`src/bfms_pkg.sv`:
```
// ----------------------------------------------------------------------------
// bfms_pkg
// shared types and constants of the best format match selector
// ----------------------------------------------------------------------------
package bfms_pkg;

    localparam int MAX_CANDIDATES_DEF   = 256;
    localparam int CHANNEL_BITS_MAX_DEF = 32;

    // per-channel bit count width and running cost width
    // (four squared distances of at most 63 plus mapping and type terms fit 16 bits)
    localparam int BITS_W = 6;
    localparam int COST_W = 16;
    localparam int OUT_COST_W = 14;

    localparam int MISSING_WEIGHT = 1000;
    localparam int TYPE_PENALTY   = 100;
    localparam int COST_OUT_MAX   = 16383;

    localparam int FLAG_LUMA = 4;
    localparam logic [4:0] RGB_FLAGS = 5'b00111;

    localparam int CFG_INDEX_W = 3;
    localparam int CFG_DATA_W  = 24;

    typedef enum logic [CFG_INDEX_W-1:0] {
        CFG_API_VERSION   = 3'd0,
        CFG_SWIZZLE       = 3'd1,
        CFG_CHANNEL_COUNT = 3'd2,
        CFG_CHANNEL_FLAGS = 3'd3,
        CFG_CHANNEL_BITS  = 3'd4,
        CFG_IMAGE_TYPE    = 3'd5
    } cfg_reg_t;

    function automatic logic [2:0] ones5(input logic [4:0] v);
        logic [2:0] n;
        n = 3'd0;
        for (int i = 0; i < 5; i++)
        begin
            n = n + 3'(v[i]);
        end
        return n;
    endfunction

endpackage

```
`src/best_format_match_selector.sv`:
```
// ----------------------------------------------------------------------------
// best_format_match_selector
// picks the cheapest version-eligible candidate format from a streamed list
// ----------------------------------------------------------------------------
// Takes one candidate beat per clock with no gaps needed while in_stall is low.
// Each accepted beat lands in an item register; the full cost (mapping, squared
// bit distance, type penalty), the version check and the compare against the
// running minimum are done in the single logic stage that follows, so the result
// for a list is loaded into the output register as its last beat leaves the
// item register. Input stall rises only when a finished result still waits on
// a stalled output and the next last beat is ready to replace it. Ties keep the
// earlier candidate; candidates past MAX_CANDIDATES are counted out. The
// configuration port is always ready and must be written between lists.
module best_format_match_selector #(
    parameter int MAX_CANDIDATES   = bfms_pkg::MAX_CANDIDATES_DEF,
    parameter int CHANNEL_BITS_MAX = bfms_pkg::CHANNEL_BITS_MAX_DEF
) (
    input  logic                                clk,
    input  logic                                rst_n,
    input  logic                                cfg_valid,
    output logic                                cfg_ready,
    input  logic [bfms_pkg::CFG_INDEX_W-1:0]    cfg_index,
    input  logic [bfms_pkg::CFG_DATA_W-1:0]     cfg_data,
    input  logic                                in_valid,
    output logic                                in_stall,
    input  logic [15:0]                         min_version,
    input  logic [15:0]                         max_version,
    input  logic [2:0]                          cand_channel_count,
    input  logic [4:0]                          cand_channel_flags,
    input  logic [5:0]                          cand_bits_x,
    input  logic [5:0]                          cand_bits_y,
    input  logic [5:0]                          cand_bits_z,
    input  logic [5:0]                          cand_bits_w,
    input  logic [3:0]                          cand_type,
    input  logic                                last_candidate,
    output logic                                out_valid,
    input  logic                                out_stall,
    output logic [7:0]                          best_index,
    output logic [bfms_pkg::OUT_COST_W-1:0]     best_cost,
    output logic                                found
);

    localparam int POS_W  = $clog2(MAX_CANDIDATES + 1);
    localparam int IDX_W  = $clog2(MAX_CANDIDATES);
    localparam int BITS_W = bfms_pkg::BITS_W;
    localparam int COST_W = bfms_pkg::COST_W;
    localparam int OUT_W  = bfms_pkg::OUT_COST_W;
    localparam logic [POS_W-1:0]  POS_LIMIT = POS_W'(MAX_CANDIDATES);
    localparam logic [BITS_W-1:0] BITS_CAP  = BITS_W'(CHANNEL_BITS_MAX);

    // configuration registers
    logic [15:0] api_version_reg;
    logic        swizzle_reg;
    logic [2:0]  img_count_reg;
    logic [4:0]  img_flags_reg;
    logic [23:0] img_bits_reg;
    logic [3:0]  img_type_reg;

    // item register
    logic              s1_valid_reg;
    logic              s1_valid_next;
    logic [15:0]       min_ver_reg;
    logic [15:0]       max_ver_reg;
    logic [2:0]        cc_reg;
    logic [4:0]        cf_reg;
    logic [BITS_W-1:0] cb_reg [4];
    logic [3:0]        ctype_reg;
    logic              last_reg;

    // running selection state
    logic [POS_W-1:0]  pos_reg;
    logic [POS_W-1:0]  pos_next;
    logic [IDX_W-1:0]  chosen_reg;
    logic [IDX_W-1:0]  chosen_next;
    logic [COST_W-1:0] lowest_reg;
    logic [COST_W-1:0] lowest_next;
    logic              any_reg;
    logic              any_next;

    // result register
    logic              out_valid_reg;
    logic              out_valid_next;
    logic [7:0]        best_index_reg;
    logic [OUT_W-1:0]  best_cost_reg;
    logic              found_reg;

    logic              in_accept;
    logic              s1_go;
    logic              s1_fire;
    logic              out_load;
    logic [COST_W-1:0] cost;
    logic              eligible;
    logic              better;
    logic              upd_any;
    logic [COST_W-1:0] upd_cost;
    logic [IDX_W-1:0]  upd_chosen;
    logic [IDX_W+7:0]  idx_wide;
    logic [OUT_W-1:0]  cost_sat;

    assign cfg_ready = 1'b1;

    always_ff @(posedge clk or negedge rst_n)
    begin
        if (!rst_n)
        begin
            api_version_reg <= '0;
            swizzle_reg     <= 1'b0;
            img_count_reg   <= '0;
            img_flags_reg   <= '0;
            img_bits_reg    <= '0;
            img_type_reg    <= '0;
        end
        else if (cfg_valid && cfg_ready)
        begin
            case (bfms_pkg::cfg_reg_t'(cfg_index))
                bfms_pkg::CFG_API_VERSION:   api_version_reg <= cfg_data[15:0];
                bfms_pkg::CFG_SWIZZLE:       swizzle_reg     <= cfg_data[0];
                bfms_pkg::CFG_CHANNEL_COUNT: img_count_reg   <= cfg_data[2:0];
                bfms_pkg::CFG_CHANNEL_FLAGS: img_flags_reg   <= cfg_data[4:0];
                bfms_pkg::CFG_CHANNEL_BITS:  img_bits_reg    <= cfg_data[23:0];
                bfms_pkg::CFG_IMAGE_TYPE:    img_type_reg    <= cfg_data[3:0];
                default: ;
            endcase
        end
    end

    // handshake: a held item moves on unless it would overwrite a waiting result
    assign s1_go     = !last_reg || !out_valid_reg || !out_stall;
    assign s1_fire   = s1_valid_reg && s1_go;
    assign in_stall  = s1_valid_reg && !s1_go;
    assign in_accept = in_valid && !in_stall;
    assign out_load  = s1_fire && last_reg;

    always_comb
    begin
        s1_valid_next = s1_valid_reg;
        if (in_accept)
        begin
            s1_valid_next = 1'b1;
        end
        else if (s1_fire)
        begin
            s1_valid_next = 1'b0;
        end
    end

    always_ff @(posedge clk)
    begin
        if (in_accept)
        begin
            min_ver_reg <= min_version;
            max_ver_reg <= max_version;
            cc_reg      <= cand_channel_count;
            cf_reg      <= cand_channel_flags;
            cb_reg[0]   <= cand_bits_x;
            cb_reg[1]   <= cand_bits_y;
            cb_reg[2]   <= cand_bits_z;
            cb_reg[3]   <= cand_bits_w;
            ctype_reg   <= cand_type;
            last_reg    <= last_candidate;
        end
    end

    // candidate cost
    always_comb
    begin
        logic [BITS_W-1:0] cb [4];
        logic [BITS_W-1:0] ib [4];
        logic [BITS_W-1:0] raw;
        logic [BITS_W-1:0] d;
        logic [4:0]        imf;
        logic [13:0]       layout;
        logic [12:0]       mapping;
        logic              luma_split;

        layout = '0;
        for (int i = 0; i < 4; i++)
        begin
            cb[i] = (cb_reg[i] > BITS_CAP) ? BITS_CAP : cb_reg[i];
            raw   = img_bits_reg[BITS_W*i +: BITS_W];
            ib[i] = (raw > BITS_CAP) ? BITS_CAP : raw;
        end

        imf        = img_flags_reg;
        luma_split = !swizzle_reg && img_flags_reg[bfms_pkg::FLAG_LUMA]
                     && !cf_reg[bfms_pkg::FLAG_LUMA];
        if (luma_split)
        begin
            imf                         = img_flags_reg | bfms_pkg::RGB_FLAGS;
            imf[bfms_pkg::FLAG_LUMA]    = 1'b0;
            ib[3]                       = ib[1];
            ib[1]                       = ib[0];
            ib[2]                       = ib[0];
        end

        if (swizzle_reg)
        begin
            if (cc_reg >= img_count_reg)
            begin
                mapping = 13'(cc_reg - img_count_reg);
            end
            else
            begin
                mapping = 13'(img_count_reg - cc_reg) * 13'(bfms_pkg::MISSING_WEIGHT);
            end
        end
        else
        begin
            mapping = 13'(bfms_pkg::ones5(cf_reg & ~imf))
                    + 13'(bfms_pkg::ones5(imf & ~cf_reg)) * 13'(bfms_pkg::MISSING_WEIGHT);
        end

        for (int i = 0; i < 4; i++)
        begin
            d      = (ib[i] >= cb[i]) ? (ib[i] - cb[i]) : (cb[i] - ib[i]);
            layout = layout + 14'(12'(d) * 12'(d));
        end

        cost = COST_W'(mapping) + COST_W'(layout)
             + ((ctype_reg != img_type_reg) ? COST_W'(bfms_pkg::TYPE_PENALTY) : '0);
    end

    assign eligible = (pos_reg < POS_LIMIT)
                   && (api_version_reg >= min_ver_reg)
                   && (api_version_reg <= max_ver_reg);
    assign better     = eligible && (!any_reg || (cost < lowest_reg));
    assign upd_any    = any_reg || better;
    assign upd_cost   = better ? cost : lowest_reg;
    assign upd_chosen = better ? pos_reg[IDX_W-1:0] : chosen_reg;
    assign idx_wide   = {8'd0, upd_chosen};
    assign cost_sat   = (upd_cost > COST_W'(bfms_pkg::COST_OUT_MAX))
                      ? OUT_W'(bfms_pkg::COST_OUT_MAX) : upd_cost[OUT_W-1:0];

    always_comb
    begin
        pos_next    = pos_reg;
        chosen_next = chosen_reg;
        lowest_next = lowest_reg;
        any_next    = any_reg;
        if (s1_fire)
        begin
            if (last_reg)
            begin
                // list done, start the next one clean
                pos_next    = '0;
                chosen_next = '0;
                lowest_next = '0;
                any_next    = 1'b0;
            end
            else
            begin
                pos_next    = (pos_reg < POS_LIMIT) ? pos_reg + POS_W'(1) : pos_reg;
                chosen_next = upd_chosen;
                lowest_next = upd_cost;
                any_next    = upd_any;
            end
        end
    end

    always_comb
    begin
        out_valid_next = out_valid_reg && out_stall;
        if (out_load)
        begin
            out_valid_next = 1'b1;
        end
    end

    always_ff @(posedge clk or negedge rst_n)
    begin
        if (!rst_n)
        begin
            s1_valid_reg  <= 1'b0;
            pos_reg       <= '0;
            chosen_reg    <= '0;
            lowest_reg    <= '0;
            any_reg       <= 1'b0;
            out_valid_reg <= 1'b0;
        end
        else
        begin
            s1_valid_reg  <= s1_valid_next;
            pos_reg       <= pos_next;
            chosen_reg    <= chosen_next;
            lowest_reg    <= lowest_next;
            any_reg       <= any_next;
            out_valid_reg <= out_valid_next;
        end
    end

    always_ff @(posedge clk)
    begin
        if (out_load)
        begin
            best_index_reg <= upd_any ? idx_wide[7:0] : 8'd0;
            best_cost_reg  <= upd_any ? cost_sat : '0;
            found_reg      <= upd_any;
        end
    end

    assign out_valid  = out_valid_reg;
    assign best_index = best_index_reg;
    assign best_cost  = best_cost_reg;
    assign found      = found_reg;

endmodule

```
`config.mk`:
```
export PLATFORM = sky130hd
export DESIGN_NAME = best_format_match_selector
export DESIGN_NICKNAME = d
export VERILOG_FILES = /design/src/bfms_pkg.sv /design/src/best_format_match_selector.sv
export SDC_FILE = /design/constraint.sdc
export NUM_CORES = 1
export LEC_CHECK = 0
export BUFFER_PORTS_ARGS = -buffer_cell sky130_fd_sc_hd__buf_2
export CAP_MARGIN = 20
export CORE_MARGIN = 4
export CORE_UTILIZATION = 56
export DETAILED_ROUTE_END_ITERATION = 10
export HOLD_SLACK_MARGIN = 0.12
export PLACE_DENSITY = 0.78
export SYNTH_ARGS = -nofsm -noshare
export SYNTH_HDL_FRONTEND = slang
export SYNTH_SLANG_ARGS = --single-unit
```
`constraint.sdc`:
```
create_clock -name clk -period 10.9 [get_ports clk]
set_input_delay 2.18 -clock clk [delete_from_list [all_inputs] [get_ports clk]]
set_output_delay 2.18 -clock clk [all_outputs]
set_load 0.005 [all_outputs]
```
==> impl.org <==
** Setup path
- The largest individual stage delay along the critical path comes from the cell fa_1.
- In this design, the stage delay of the slowest critical-path cell is 0.54 ns.
- Minimum setup slack among reg-to-reg paths :: 0.43 ns
- Launching element type of the critical path :: flop
- Data arrives at the worst endpoint at between 10 and 15 ns.
- At the worst endpoint, the required time is 11.10 ns.
- Most Frequent Cell on Critical Path :: inv_1
- The critical path in this run is classified as reg2reg.
- Sort of element at the end of the critical path :: flop
- Along the worst path, the maximum fanout reaches 7.

** Synthesis
- By area, the combinational part of the netlist is dominated by adder cells.
- Summed over its instances, the top area cell type makes up 17.29% of the synthesized netlist area.
- Mapped cell area :: between 15,000 and 20,000 sq um
- Counting every net in the synthesized netlist gives 2,017.
- Async set or reset register ratio after synthesis :: 49.17%
- Summing the areas of all and, or, nand and nor instances in the mapped netlist gives between 10% and 20% of the synthesized area.
- Cell type with the largest total area after synthesis :: edfxtp_1
- Most instantiated cells after synthesis :: 302 x inv_1, 187 x ha_1, 124 x fa_1, 103 x nand2_1, 100 x nor2_1
- The synthesized netlist devotes 10.74% of its cell area to compound gates.
- Summing the sequential cell areas from Yosys gives ~31% of the chip area.
- In the post-synthesis netlist, the cell with the most instances is inv_1.
- Number of cells produced by synthesis :: roughly 1,600
- Measured against the total synthesized area, the mux share comes to 4.667%.
- The Yosys step of the flow raised 0 warnings.
- The synthesized netlist devotes 2.850% of its cell area to XOR and XNOR gates.
- The synthesized netlist contains 71 unique library cells.
- Among all flip-flop cells after synthesis, the most frequent one is edfxtp_1.
- Post-Syn Area per Cell :: 9.956 sq um
- Post-synth EDFFs :: between 90 and 100
- The synthesized netlist devotes 30.18% of its cell area to adder and majority cells.
- Counting flops and latches in the post-synthesis netlist gives 181.
- After synthesis, the cell types taking the most area are edfxtp_1 17%, fa_1 16%, ha_1 15%.

** Timing
- Worst-margin pin slew :: 0.8962 ns
- Number of pins exceeding their max-slew limit in the final report :: 0
- Post-route clock period utilization :: a little over nine tenths
- For this run, the top clock speed supported by timing is 95.47 MHz.
- Subtracting the final worst setup slack from the clock period gives 10.47 ns.
- Worst relative slew slack :: 40.25%
- Hold violation total from the final report :: 0
- Between clock sinks in the finished design, the worst skew comes to 0.02004 ns.
- Setup violations remaining at the end of the flow were counted as 0.

** Clocking
- Clock latency reported for the late side of the worst-skew pair :: 0.44 ns
- TritonCTS created 17 clock buffers.
- CTS H-tree lvls :: 4
- After clock tree synthesis, the clock-pin slew on the worst setup and hold paths is 0.08 ns.
- The number of hold buffers added after CTS was 0.
- The tree built by TritonCTS fans out to 181 sinks.
- Buffer depth of the longest clock path :: 2
- The cell sitting at the root of the clock tree is a clkbuf_16.
- CTS tree :: built

** Placed design
- Placed instance count :: 2,132
- Placement Cell Area :: roughly 17,000 sq um
- The congestion estimate from routability-driven global placement came to a little under 0.9.
- Detailed placer's ending HPWL :: just under 30,000 um
- PortBufs :: 125

** Run
- Across the run, the number of max-cap violations was 0.

** Layout
- Once layout is complete, the cells apart from fillers number 2,170.
- Share of cells above drive strength 1 :: between 10% and 20%
- The number of antenna diodes in the final layout is 0.
- For this run, the post-layout net count is 2,191.
- Non-Filler Cell Area, Final :: 18,240 sq um
- Compared with the post-synthesis result, the final layout area differs by 14.17%.

** GRT
- Global routing used 24.37% of the available tracks across all layers.
- The number of antenna violations at the first check in global routing is 0.
- Global-route wire length before repair :: 61,580 um
- Entering global routing, the biggest net connects 70 pins.
- Overflow after GRT :: 0
- The number of global-route vias before repair is 12,740.

** Routing
- The routed design has about 38,000 um of wire.
- After detailed routing, the number of vias per cell comes to about 5.6.
- Across all layers, the routed design uses roughly 12,000 vias.
- Once detail routing completed, the nets flagged for antenna violations numbered 0.
- The first routing iteration left 883 violations.
- In the routed design, unresolved DRC markers number 0.
- Post-DR wirelength/cell :: between 15 and 20 um
- First-pass detailed-route iteration total :: 6

** Status
- The run finished with clean final reports.

** Floorplanning
- For this configuration, the core starts out at a cell density of 57.20%.
- The die is 176.9 um tall.
- After floorplanning, the core was sized to cover 27,930 sq um.
- In this run the horizontal extent of the chip is between 150 and 200 um.
- Total I/O pin count :: 127
- DIE AREA :: 31,300 sq um
- Site Rows :: 61

** Min path
- Path class of the lowest-slack min-delay path :: reg2reg
==> worst max-delay path, delay by kind of cell, from the launching register on <==
kind	cells	cell delay [ns]
AO/OA/AOI/OAI	8	1.73
XOR/XNOR	2	0.47
adder cells (fa/ha/maj)	10	4.46
buffers and inverters	13	1.38
flip-flops	1	0.39
multiplexers	1	0.24
AND/OR/NAND/NOR	9	1.56
==> metrics by stage <==
| stage | hold slack (ns) | utilization, % | TNS, ns | worst slack [ns] |
|---|---|---|---|---|
| detailed placement | 0.4894 | 62.34 | 0 | 0.02337 |
| floorplan | 0.4561 | - | 0 | 0.5656 |
| finish | 0.5075 | 65.31 | 0 | 0.4256 |
| global placement | 0.4699 | 62.30 | 0 | 0.02344 |
| global route | 0.5288 | 65.31 | -1.579 | -0.1141 |
| CTS | 0.5126 | 64.47 | 0 | 0.0008473 |
==> kinds of logic (layout without fill, tap and decap cells) <==
group                      Yosys count  in the layout
and+or+nand+nor                    399            400
buffers and inverters              341            527
xor gates and xnor gates            52             52
adders and majority gates          311            311
DFF                                181            181
other                                1              1
AOI/OAI and AO/OA                  252            252
muxes                               68             68
==> metal layers <==
| layer | global-route usage (%) | part of all wire, % | vias up |
|---|---|---|---|
| met5 | 0 | 0 | - |
| met4 | 9.446 | 3.4 | 0 |
| met3 | 3.247 | 5.3 | 86 |
| met2 | 41.31 | 49 | 416 |
| met1 | 32.04 | 42 | 5807 |
| li1 | - | - | 5745 |
==> worst paths after layout <==
| kind | from | endpoint | depth (start not counted) |
|---|---|---|---|
| setup / recovery | swizzle_reg | best_cost[2] | 43 |
| hold / removal | chosen_reg[2] | chosen_reg[2] | 2 |
| setup reg to reg | swizzle_reg | best_cost[2] | 43 |
| hold reg to reg | chosen_reg[2] | chosen_reg[2] | 2 |
| max in group asynchronous | rst_n | img_type_reg[2] | 2 |
| min in group asynchronous | rst_n | lowest_reg[6] | 1 |
==> cell usage in the layout (no fill, tap or decap), types with 17 or more instances in the layout <==
cell type    n
buf_2      124
inv_1      302
edfxtp_1    92
buf_4       65
nand2b_1    24
nand4_1     21
mux2_2      51
a21oi_1     66
nor2_1      96
xnor2_1     35
o21ai_0     55
a21o_1      21
nand2_1    101
clkbuf_16   17
fa_1       121
o311ai_1    20
ha_1       186
nor2b_1     35
nand3_1     43
dfrtp_1     89
==> area by class of cell <==
| class | instances | area, sq um |
|---|---|---|
| Multi-Input combinational cell | 1084 | 9905 |
| Clock inverter | 15 | 162.7 |
| Fill cell | 2177 | 9691 |
| Clock buffer | 17 | 425.4 |
| Sequential cell | 181 | 4990 |
| Timing Repair Buffer | 192 | 1151 |
| Inverter | 303 | 1137 |
| Tap cell | 378 | 473.0 |
==> timing repair <==
item	4_1_cts	5_1_grt
resized for setup	1	34
setup endpoints to repair	2	46
cloned	0	1
hold endpoints to repair	0	0
setup buffers	0	5
pin swaps	0	9
Power is not shown: default switching activity piles up to over one toggle a cycle in this logic, so the estimate is an artifact.
